<file path="config.mk">
export PLATFORM = sky130hd
export DESIGN_NAME = integer_to_decimal_ascii_core
export DESIGN_NICKNAME = d
export VERILOG_FILES = /design/src/hw/rtl/itoa_pkg.sv /design/src/hw/rtl/itoa_ctrl.sv /design/src/hw/rtl/itoa_dpath.sv /design/src/hw/rtl/integer_to_decimal_ascii_core.sv
export SDC_FILE = /design/constraint.sdc
export NUM_CORES = 1
export LEC_CHECK = 0
export BUFFER_PORTS_ARGS = -buffer_cell sky130_fd_sc_hd__buf_4
export CAP_MARGIN = 20
export CELL_PAD_IN_SITES_DETAIL_PLACEMENT = 1
export CELL_PAD_IN_SITES_GLOBAL_PLACEMENT = 2
export CORE_MARGIN = 1
export CORE_UTILIZATION = 39
export CTS_CLUSTER_DIAMETER = 40
export DETAILED_ROUTE_END_ITERATION = 16
export MAX_ROUTING_LAYER = met4
export PLACE_DENSITY = 0.87
export SYNTH_ARGS = -nofsm -noshare
export SYNTH_HDL_FRONTEND = slang
export SYNTH_HIERARCHICAL = 1
export SYNTH_SLANG_ARGS = --single-unit
export TNS_END_PERCENT = 20
</file>
<file path="constraint.sdc">
create_clock -name clk -period 5.4 [get_ports clk]
set_clock_uncertainty 0.15 [all_clocks]
set_input_delay 1.08 -clock clk [delete_from_list [all_inputs] [get_ports clk]]
set_output_delay 1.08 -clock clk [all_outputs]
set_load 0.05 [all_outputs]
</file>
<file path="src/hw/rtl/itoa_pkg.sv">
// Shared constants, types and state codes for the integer to decimal ASCII core.
package itoa_pkg;

    // Word geometry
    localparam int WORD_BITS     = 32;
    localparam int IN_BITS       = 32;
    localparam int CHAR_BITS     = 8;
    localparam int DIGIT_BITS    = 4;

    // Decimal digits needed for the largest magnitude 2**WORD_BITS - 1
    localparam int DEC_DIGITS    = ((WORD_BITS * 1233) >> 12) + 1;
    localparam int BCD_BITS      = DEC_DIGITS * DIGIT_BITS;

    // Shift-and-add-3 conversion, several bits retired per cycle
    localparam int STEP_BITS     = 4;
    localparam int CONV_STEPS    = (WORD_BITS + STEP_BITS - 1) / STEP_BITS;
    localparam int PAD_BITS      = CONV_STEPS * STEP_BITS;
    localparam int ACC_BITS      = BCD_BITS + PAD_BITS;
    localparam int STEP_CNT_BITS = $clog2(CONV_STEPS);
    localparam int PTR_BITS      = $clog2(DEC_DIGITS);

    // ASCII codes
    localparam logic [CHAR_BITS-1:0] CHAR_ZERO  = 8'h30;
    localparam logic [CHAR_BITS-1:0] CHAR_MINUS = 8'h2D;

    // Controller states
    typedef enum logic [1:0] {
        ST_IDLE,
        ST_CONVERT,
        ST_SCAN,
        ST_EMIT
    } ctrl_state_t;

    // Controller to datapath commands
    typedef struct packed {
        logic load;
        logic convert;
        logic scan;
        logic emit;
    } ctrl_cmd_t;

    // Datapath to controller status
    typedef struct packed {
        logic out_free;
        logic emit_last;
    } dp_status_t;

endpackage

</file>
<file path="src/hw/rtl/itoa_ctrl.sv">
// Sequencing state machine: accept, convert, scan for leading digit, emit characters.
module itoa_ctrl
(
    input  logic                    clk,
    input  logic                    rst_n,
    input  logic                    in_valid,
    output logic                    in_stall,
    input  itoa_pkg::dp_status_t    status,
    output itoa_pkg::ctrl_cmd_t     cmd
);

    itoa_pkg::ctrl_state_t                  state_reg;
    itoa_pkg::ctrl_state_t                  state_next;
    logic [itoa_pkg::STEP_CNT_BITS-1:0]     cnt_reg;
    logic [itoa_pkg::STEP_CNT_BITS-1:0]     cnt_next;

    // State and step counter
    always_ff @(posedge clk or negedge rst_n)
    begin
        if (!rst_n)
        begin
            state_reg <= itoa_pkg::ST_IDLE;
            cnt_reg   <= '0;
        end
        else
        begin
            state_reg <= state_next;
            cnt_reg   <= cnt_next;
        end
    end

    // Next state and commands
    always_comb
    begin
        state_next  = state_reg;
        cnt_next    = cnt_reg;
        cmd         = '0;
        in_stall    = 1'b1;
        unique case (state_reg)
            itoa_pkg::ST_IDLE:
            begin
                in_stall = 1'b0;
                cnt_next = '0;
                if (in_valid)
                begin
                    cmd.load   = 1'b1;
                    state_next = itoa_pkg::ST_CONVERT;
                end
            end
            itoa_pkg::ST_CONVERT:
            begin
                cmd.convert = 1'b1;
                cnt_next    = cnt_reg + 1'b1;
                if (cnt_reg == itoa_pkg::STEP_CNT_BITS'(itoa_pkg::CONV_STEPS - 1))
                begin
                    state_next = itoa_pkg::ST_SCAN;
                end
            end
            itoa_pkg::ST_SCAN:
            begin
                cmd.scan   = 1'b1;
                state_next = itoa_pkg::ST_EMIT;
            end
            itoa_pkg::ST_EMIT:
            begin
                // one character per free output slot
                if (status.out_free)
                begin
                    cmd.emit = 1'b1;
                    if (status.emit_last)
                    begin
                        state_next = itoa_pkg::ST_IDLE;
                    end
                end
            end
            default:
            begin
                state_next = itoa_pkg::ST_IDLE;
            end
        endcase
    end

endmodule

</file>
<file path="src/hw/rtl/itoa_dpath.sv">
// Datapath: sign handling, binary to BCD conversion, digit pointer and output register.
module itoa_dpath
(
    input  logic                            clk,
    input  logic                            rst_n,
    input  logic                            signed_mode_we,
    input  logic                            signed_mode_wdata,
    input  logic [itoa_pkg::IN_BITS-1:0]    value_bits,
    input  itoa_pkg::ctrl_cmd_t             cmd,
    output itoa_pkg::dp_status_t            status,
    output logic                            out_valid,
    input  logic                            out_stall,
    output logic [itoa_pkg::CHAR_BITS-1:0]  text_char,
    output logic                            last_char
);

    logic                                   signed_mode_reg;
    logic [itoa_pkg::ACC_BITS-1:0]          acc_reg;
    logic [itoa_pkg::ACC_BITS-1:0]          acc_next;
    logic                                   neg_reg;
    logic                                   neg_next;
    logic [itoa_pkg::PTR_BITS-1:0]          ptr_reg;
    logic [itoa_pkg::PTR_BITS-1:0]          ptr_next;
    logic                                   out_valid_reg;
    logic                                   out_valid_next;
    logic [itoa_pkg::CHAR_BITS-1:0]         text_char_reg;
    logic [itoa_pkg::CHAR_BITS-1:0]         text_char_next;
    logic                                   last_char_reg;
    logic                                   last_char_next;

    logic [itoa_pkg::WORD_BITS-1:0]         word;
    logic [itoa_pkg::WORD_BITS-1:0]         mag;
    logic                                   word_neg;
    logic [itoa_pkg::PTR_BITS-1:0]          lead;
    logic [itoa_pkg::DIGIT_BITS-1:0]        digit_arr [itoa_pkg::DEC_DIGITS];
    logic [itoa_pkg::DIGIT_BITS-1:0]        cur_digit;
    logic                                   out_free;
    logic                                   emit_last;

    // Shift-and-add-3 over STEP_BITS input bits
    function automatic logic [itoa_pkg::ACC_BITS-1:0] dabble_step(
        input logic [itoa_pkg::ACC_BITS-1:0] acc_in
    );
        logic [itoa_pkg::ACC_BITS-1:0] a;
        a = acc_in;
        for (int b = 0; b < itoa_pkg::STEP_BITS; b++)
        begin
            for (int d = 0; d < itoa_pkg::DEC_DIGITS; d++)
            begin
                if (a[itoa_pkg::PAD_BITS + d*itoa_pkg::DIGIT_BITS +: itoa_pkg::DIGIT_BITS]
                    >= 4'd5)
                begin
                    a[itoa_pkg::PAD_BITS + d*itoa_pkg::DIGIT_BITS +: itoa_pkg::DIGIT_BITS] =
                        a[itoa_pkg::PAD_BITS + d*itoa_pkg::DIGIT_BITS +: itoa_pkg::DIGIT_BITS]
                        + 4'd3;
                end
            end
            a = a << 1;
        end
        return a;
    endfunction

    // Configuration register
    always_ff @(posedge clk or negedge rst_n)
    begin
        if (!rst_n)
        begin
            signed_mode_reg <= 1'b1;
        end
        else if (signed_mode_we)
        begin
            signed_mode_reg <= signed_mode_wdata;
        end
    end

    // Input word and magnitude
    assign word     = itoa_pkg::WORD_BITS'(value_bits);
    assign word_neg = signed_mode_reg & word[itoa_pkg::WORD_BITS-1];
    assign mag      = word_neg ? (~word + 1'b1) : word;

    // BCD digit view
    for (genvar g = 0; g < itoa_pkg::DEC_DIGITS; g++)
    begin : g_digits
        assign digit_arr[g] =
            acc_reg[itoa_pkg::PAD_BITS + g*itoa_pkg::DIGIT_BITS +: itoa_pkg::DIGIT_BITS];
    end

    // Leading nonzero digit, zero gives digit 0
    always_comb
    begin
        lead = '0;
        for (int i = 0; i < itoa_pkg::DEC_DIGITS; i++)
        begin
            if (digit_arr[i] != '0)
            begin
                lead = itoa_pkg::PTR_BITS'(i);
            end
        end
    end

    assign cur_digit = digit_arr[ptr_reg];
    assign out_free  = !out_valid_reg || !out_stall;
    assign emit_last = !neg_reg && (ptr_reg == '0);

    assign status.out_free  = out_free;
    assign status.emit_last = emit_last;

    // Next values
    always_comb
    begin
        acc_next       = acc_reg;
        neg_next       = neg_reg;
        ptr_next       = ptr_reg;
        text_char_next = text_char_reg;
        last_char_next = last_char_reg;
        out_valid_next = out_valid_reg && out_stall;
        if (cmd.load)
        begin
            acc_next = {{itoa_pkg::BCD_BITS{1'b0}}, itoa_pkg::PAD_BITS'(mag)};
            neg_next = word_neg;
        end
        if (cmd.convert)
        begin
            acc_next = dabble_step(acc_reg);
        end
        if (cmd.scan)
        begin
            ptr_next = lead;
        end
        if (cmd.emit)
        begin
            out_valid_next = 1'b1;
            last_char_next = emit_last;
            if (neg_reg)
            begin
                // sign goes out first
                text_char_next = itoa_pkg::CHAR_MINUS;
                neg_next       = 1'b0;
            end
            else
            begin
                text_char_next = itoa_pkg::CHAR_ZERO
                               + {{(itoa_pkg::CHAR_BITS - itoa_pkg::DIGIT_BITS){1'b0}},
                                  cur_digit};
                ptr_next       = ptr_reg - 1'b1;
            end
        end
    end

    // Control registers
    always_ff @(posedge clk or negedge rst_n)
    begin
        if (!rst_n)
        begin
            out_valid_reg <= 1'b0;
        end
        else
        begin
            out_valid_reg <= out_valid_next;
        end
    end

    // Payload registers
    always_ff @(posedge clk)
    begin
        acc_reg       <= acc_next;
        neg_reg       <= neg_next;
        ptr_reg       <= ptr_next;
        text_char_reg <= text_char_next;
        last_char_reg <= last_char_next;
    end

    assign out_valid = out_valid_reg;
    assign text_char = text_char_reg;
    assign last_char = last_char_reg;

endmodule

</file>
<file path="src/hw/rtl/integer_to_decimal_ascii_core.sv">
// Top level of the integer to decimal ASCII core: controller plus datapath.
//
//  Channel   Direction  Handshake            Payload
//  input     in         in_valid/in_stall    value_bits[31:0]
//  output    out        out_valid/out_stall  text_char[7:0], last_char
//  config    in         signed_mode_we       signed_mode_wdata
//
// One transaction in is accepted in ST_IDLE, then the shift-and-add-3 converter retires 4 bits
// a cycle in ST_CONVERT, ST_SCAN finds the leading digit, and the output register takes one
// character a cycle while the output is not stalled. The character count runs from 1 to 11
// (a minus sign and ten digits at most).
// Reset is asynchronous, active low; signed_mode comes up as 1 (two's complement).
// A stall on the output holds the character register and pauses emission; the next
// transaction is taken as soon as the last character sits in the output register.
module integer_to_decimal_ascii_core
(
    input  logic                            clk,
    input  logic                            rst_n,
    input  logic                            signed_mode_we,
    input  logic                            signed_mode_wdata,
    input  logic                            in_valid,
    output logic                            in_stall,
    input  logic [itoa_pkg::IN_BITS-1:0]    value_bits,
    output logic                            out_valid,
    input  logic                            out_stall,
    output logic [itoa_pkg::CHAR_BITS-1:0]  text_char,
    output logic                            last_char
);

    itoa_pkg::ctrl_cmd_t    cmd;
    itoa_pkg::dp_status_t   status;

    // Sequencer
    itoa_ctrl u_ctrl
    (
        .clk      (clk),
        .rst_n    (rst_n),
        .in_valid (in_valid),
        .in_stall (in_stall),
        .status   (status),
        .cmd      (cmd)
    );

    // Datapath
    itoa_dpath u_dpath
    (
        .clk               (clk),
        .rst_n             (rst_n),
        .signed_mode_we    (signed_mode_we),
        .signed_mode_wdata (signed_mode_wdata),
        .value_bits        (value_bits),
        .cmd               (cmd),
        .status            (status),
        .out_valid         (out_valid),
        .out_stall         (out_stall),
        .text_char         (text_char),
        .last_char         (last_char)
    );

endmodule

</file>
* Word-level counts from Yosys, hierarchy flattened
Cells that the tools add are included.
** Word-level totals
- Register bits :: 93
- Bits in latches :: 0
- RAM bits :: 0
- Memory bits (read-only) :: 0
- Input port bits :: 38
- Output and inout bits :: 11
- Logic and storage cells :: 231
- Memories :: 0
** Operators by class
- $add $sub $neg :: 44
- Multiply operators :: 0
- Divide/modulo/power cells :: 0
- Order comparisons :: 41
- Equality and inequality tests :: 8
- Shift operators :: 0
- Multiplexer cells :: 105
- Bitwise operators :: 3
- Reductions and logical operators :: 20
** Operators with widths (number)
- 2-to-1 mux 4 bit :: 76
- >= comparator 4 x 3 -> 1 bit (second input constant) :: 40
- adder 4 x 2 -> 4 bit (second input constant) :: 36
- 2-to-1 mux 72 bit :: 2
- nonzero test 4 bit :: 9
- adder 32 x 1 -> 32 bit (second input constant) :: 1
- 2-to-1 mux 32 bit :: 1
- NOT 32 bit :: 1
- 2-to-1 mux 3 bit :: 7
- binary-select mux 4 bit (select 4 bit) :: 1
- adder 3 x 2 -> 3 bit (second input constant) :: 4
- 2-to-1 mux 1 bit :: 12
- 2-to-1 mux 2 bit :: 4
- case mux 2 bit (4 select lines) :: 1
- adder 6 x 4 -> 7 bit (first input constant) :: 1
- inequality test 2 x 1 -> 1 bit (second input constant) :: 3
- case mux 3 bit (2 select lines) :: 1
- >= comparator 5 bit (second input constant) :: 1
- NOT 4 -> 5 bit :: 1
- == test 2 bit (second input constant) :: 2
- zero test 4 bit :: 1
- AND reduction 4 bit :: 1
- nonzero test 2 bit :: 2
- subtractor 4 x 1 -> 4 bit (second input constant) :: 1
- 9 further kinds :: 12

* Longest topological paths before layout
- Depth in word-level cells :: 13
- Depth in mapped cells :: 21

* Modules after synthesis
The synthesis kept the hierarchy.
** Modules (own cells, without submodules)
- itoa_dpath :: instances 1, cells each 1132, area an instance 9148.8 µm², sequential area each 2453.6 µm²
- itoa_ctrl :: instances 1, cells each 28, area an instance 315.3 µm², sequential area each 125.1 µm²

* Worst setup path after synthesis
OpenSTA, ideal clock, no wires.
- Kind :: register to register
- From :: register u_dpath/acc_reg[32] in the netlist's numbering
- To :: register u_dpath/acc_reg[42] in the netlist's numbering, data pin
- Arrival :: 3.406 ns
- Data required time :: 4.992 ns
- Slack :: 1.586 ns
- Stages on the path, launching flop included :: 15
- Path buffers :: 0
- Period minus slack after synthesis :: 3.814 ns
- Cell sequence :: edfxtp_1 -> inv_1 -> ha_1 -> nor2b_1 -> nor3_1 -> or2_2 -> ha_1 -> or3_1 -> a221o_1 -> and2_1 -> nand2_1 -> xor2_1 -> inv_1 -> ha_1 -> o221a_2
** On the way
- Cells in the longest elaborated chain, start to end :: 12
** Ends and longest elaborated chain
- start: declaration :: line itoa_dpath.sv:18 : logic [itoa_pkg::ACC_BITS-1:0] acc_reg;
- start signal: assignment :: line itoa_dpath.sv:166 : acc_reg <= acc_next;
- adder 4 x 2 -> 4 bit / >= comparator 4 x 3 -> 1 bit (equally long branches) :: line itoa_dpath.sv:55, itoa_dpath.sv:51
- 2-to-1 mux 4 bit * :: line itoa_dpath.sv:50 : if (a[itoa_pkg::PAD_BITS + d*itoa_pkg::DIGIT_BITS +: itoa_pkg::DIGIT_BITS]
- 2-to-1 mux 4 bit * :: line itoa_dpath.sv:122 : if (cmd.convert)
- adder 4 x 2 -> 4 bit / >= comparator 4 x 3 -> 1 bit (equally long branches) :: line itoa_dpath.sv:55, itoa_dpath.sv:51
- 2-to-1 mux 4 bit :: line itoa_dpath.sv:50
- 2-to-1 mux 4 bit :: line itoa_dpath.sv:122
- adder 4 x 2 -> 4 bit / >= comparator 4 x 3 -> 1 bit (equally long branches) :: line itoa_dpath.sv:55, itoa_dpath.sv:51
- 2-to-1 mux 4 bit :: line itoa_dpath.sv:50
- 2-to-1 mux 4 bit :: line itoa_dpath.sv:122
- adder 4 x 2 -> 4 bit / >= comparator 4 x 3 -> 1 bit (equally long branches) :: line itoa_dpath.sv:55, itoa_dpath.sv:51
- 2-to-1 mux 4 bit * :: line itoa_dpath.sv:50
- 2-to-1 mux 72 bit * :: line itoa_dpath.sv:122
- named net u_dpath.acc_next (one bit) :: line itoa_dpath.sv:19 : logic [itoa_pkg::ACC_BITS-1:0] acc_next;
The timed path passes the listed nets; every way through them passes the cells marked *. The select of a mux whose other input is x is not followed.
A chain may end at the register's enable or synchronous reset.

* Worst setup path after layout
- From :: register u_dpath/acc_reg[44] in the netlist's numbering
- To :: register u_dpath/acc_reg[46] in the netlist's numbering, data pin
** On the way
- Cells in the longest elaborated chain, start to end :: 12
** Ends and longest elaborated chain (line)
- adder 4 x 2 -> 4 bit / >= comparator 4 x 3 -> 1 bit (equally long branches) :: itoa_dpath.sv:55, itoa_dpath.sv:51
- 2-to-1 mux 4 bit * :: itoa_dpath.sv:50
- 2-to-1 mux 4 bit * :: itoa_dpath.sv:122
- adder 4 x 2 -> 4 bit / >= comparator 4 x 3 -> 1 bit (equally long branches) :: itoa_dpath.sv:55, itoa_dpath.sv:51
- 2-to-1 mux 4 bit * :: itoa_dpath.sv:50
- 2-to-1 mux 4 bit * :: itoa_dpath.sv:122
- >= comparator 4 x 3 -> 1 bit / adder 4 x 2 -> 4 bit (equally long branches) :: itoa_dpath.sv:51, itoa_dpath.sv:55
- 2-to-1 mux 4 bit * :: itoa_dpath.sv:50
- 2-to-1 mux 4 bit * :: itoa_dpath.sv:122
- adder 4 x 2 -> 4 bit / >= comparator 4 x 3 -> 1 bit (equally long branches) :: itoa_dpath.sv:55, itoa_dpath.sv:51
- 2-to-1 mux 4 bit * :: itoa_dpath.sv:50
- 2-to-1 mux 72 bit * :: itoa_dpath.sv:122
- named net u_dpath.acc_next (one bit) :: itoa_dpath.sv:19
Marked as above.

==> impl_metrics.csv <==
group,metric,value,unit
synth,synth_cell_type_count,89,
synth,synth_top_family_by_area,"compound AO/OA/AOI/OAI gates",
synth,muxShareOfSynthArea,8.50,%
placed_design,dp_hpwl,19700,um
setup_path,required,5.35,ns
routing,vias,8580,
sta,timing_hold_violations_final,0,
synth,seq_area_frac_synth,27.2,%
routing,met3WireLength,720,um
global_route,grt_pass1_vias,8515,
synth,synth_flop_cell,"edfxtp_1",
finish,fillers,2845,
clock_network,ctsResizeCount,0,
sta,hold_ws,0.344,ns
global_route,overflow,0,
sta,slew_headroom,30.1,%
clock_network,clk_latency,0.36,ns
routing,drt_first_pass_iters,4,
clock_network,cts_num_sinks,90,
routing,routed_via_density,5.75,
synth,synth_fa_ha_area_share,7.54,%
die,ioPinCount,49,
sta,worst_slew_pin_slew,1.03,ns
die,start_util,40.1,%
synth,syn_area_per_cell,8.16,um2
placed_design,gp_congestion,0.799,
synth,synth_compound_area_share,26.7,%
clock_network,clk_pin_slew_worst_paths,0.07,ns
run_status,outcome,"completed",
routing,drt_first_iter_violations,440,
global_route,grt_max_degree,70,
sta,fmax,229,MHz
setup_path,end_kind,"flip-flop",
die,chipHeight,158,um
sta,finalSetupTns,0,ns
sta,period_minus_slack,4.36,ns
finish,largest_register_ffs,72,
clock_network,cts.hold.buffers_added,0,
die,dieArea,24900,um2
worst_hold_path,hold_path_class,"reg2reg",
routing,ant_nets,0,
routing,routedWlPerCell,17.1,um
clock_network,cts-buffers-inserted,9,
clock_network,cts_setup_buffers,0,
setup_path,cp_max_fo,7,
synth,synth_xor_area_share,3.33,%
placed_design,io_buffer_count,45,
routing,wl_met2,12100,um
synth,ys_warn_count,6,
synth,syn_inst,1160,
global_route,antenna_found_initial,0,
job,drv_cap,0,
die,coreArea,23600,um2
clock_network,cts_tree,"done",
global_route,grt_usage,21.7,%
finish,n_antenna_cell,0,
synth,synthesis.area,9460,um2
synth,yosys.area_share.simple,21.3,%
sta,post-route-period-util,80.8,%
synth,synth-edff-count,74,
routing,wl_met1,12400,um
clock_network,h-tree-depth,3,
synth,async_reset_ff_share,7.78,%
setup_path,critPathKind,"reg2reg",
finish,syn_to_final_growth,8.92,%
routing,top_layer_used,"met4",
sta,setup_viol,0,
die,core.rowCount,56,
finish,fin_util,43.7,%
routing,drt_wl_total,25600,um
setup_path,start_kind,"flip-flop",
setup_path,critPathArrivalTime,4.32,ns
global_route,grt_pass1_wl,42000,um
clock_network,clk_path_buf_depth,2,
synth,ys_ff_latch,90,
finish,drive_gt1_share,13.0,%
die,die_width,158,um
sta,rsz0062_at_grt,"no",
sta,final_max_slew_viol_count,0,
routing,drcViolationCount,0,
clock_network,clockRootBuffer,"clkbuf_16",
finish,final_nets,1264,
## cell type report
type                            count  area [um2]  area share, %
Clock buffer                        9         225           2.18
Clock inverter                      7        68.8          0.668
Inverter                           72         270           2.62
Sequential cell                    90        2580           25.0
Timing Repair Buffer               50         375           3.64
Multi-Input combinational cell    946        6390           62.0
Tap cell                          319         399           3.87
## worst max-delay path, cell delays in order (launching register included)
cell	delay, ns
edfxtp_1	0.51
inv_1	0.11
ha_1	0.24
nor2b_1	0.26
o21ai_0	0.21
nor2_1	0.21
inv_1	0.07
ha_1	0.20
inv_1	0.07
o21ai_0	0.09
a211oi_1	0.32
nor2_1	0.13
inv_1	0.09
ha_1	0.15
nor2_1	0.07
a221oi_1	0.37
or2_2	0.22
inv_1	0.07
ha_1	0.31
nand2_1	0.07
a21oi_1	0.04
nand3b_1	0.15
## layer usage
layer | GRT usage [%] | vias up
li1 | - | 4311
met4 | 6.06 | 0
met2 | 36.2 | 94
met5 | - | -
met3 | 2.93 | 20
met1 | 27.4 | 4155
## through the flow
step / area [um2] / setup slack [ns] / instances
floorplan: 9470 / 1.59 / 1161
global placement: 10000 / 1.24 / 1477
detailed placement: 10000 / 1.09 / 1477
CTS: 10300 / 1.03 / 1493
global route: 10300 / 0.687 / 1493
finish: 10300 / 1.04 / 1493
## path summary, 6_finish.rpt
check / start / cells after the start / to / slack (ns)
worst max-delay path: u_dpath/acc_reg[44] / 21 / u_dpath/acc_reg[46] / 1.04
max in group asynchronous: rst_n / 1 / u_dpath/signed_mode_reg / 4.52
worst min-delay path: u_dpath/acc_reg[1] / 2 / u_dpath/acc_reg[1] / 0.34
worst max register to register: u_dpath/acc_reg[44] / 21 / u_dpath/acc_reg[46] / 1.04
min in group asynchronous: rst_n / 1 / u_ctrl/state_reg[0] / 0.37
worst min register to register: u_dpath/acc_reg[1] / 2 / u_dpath/acc_reg[1] / 0.34
## Yosys cell counts (all sizes together), types with 10 or more instances
cell type | n | area [um2]
ha | 57 | 713
a21oi | 68 | 348
mux2 | 28 | 319
nand2 | 131 | 492
nor3b | 15 | 118
nor2 | 83 | 314
nand3 | 14 | 70.1
and2 | 10 | 62.6
and3 | 12 | 76.3
nor2b | 17 | 106
a211o | 12 | 105
nor3 | 30 | 150
xor2 | 19 | 166
inv | 72 | 270
xnor2 | 17 | 149
o211ai | 18 | 135
clkbuf | 36 | 135
edfxtp | 74 | 2220
o22ai | 10 | 68.8
o21a | 14 | 105
a21o | 10 | 76.3
a211oi | 27 | 208
mux2i | 29 | 305
o21ai | 124 | 621
nand2b | 27 | 169
or2 | 27 | 171
or3 | 16 | 100
buf | 17 | 95.1
## layout by cell type (no fill, tap or decap), drive strengths merged, types with 15 or more instances in the layout
master  Yosys  layout
nor2b      17      17
inv        72      73
ha         57      57
nand2b     27      27
mux2i      29      29
nor2       83      83
or2        27      27
xor2       19      19
a21oi      68      68
nor3       30      30
a211oi     27      27
or3        16      16
edfxtp     74      74
xnor2      17      17
nand2     131     131
o21ai     124     124
buf        17      50
mux2       28      28
o211ai     18      18
nor3b      15      15
## cells by family (layout without fill, tap and decap cells)
| group | Yosys count | after routing |
|---|---|---|
| mux | 65 | 65 |
| fa+ha+maj | 57 | 57 |
| other cells | 2 | 3 |
| simple gates | 407 | 407 |
| xor+xnor | 36 | 36 |
| compound gates | 378 | 378 |
| buf+inv | 125 | 138 |
| flops | 90 | 90 |
Power is left out: the tool's default activity adds up to more than one toggle a clock period on the data nets, which glitch-free logic cannot reach.
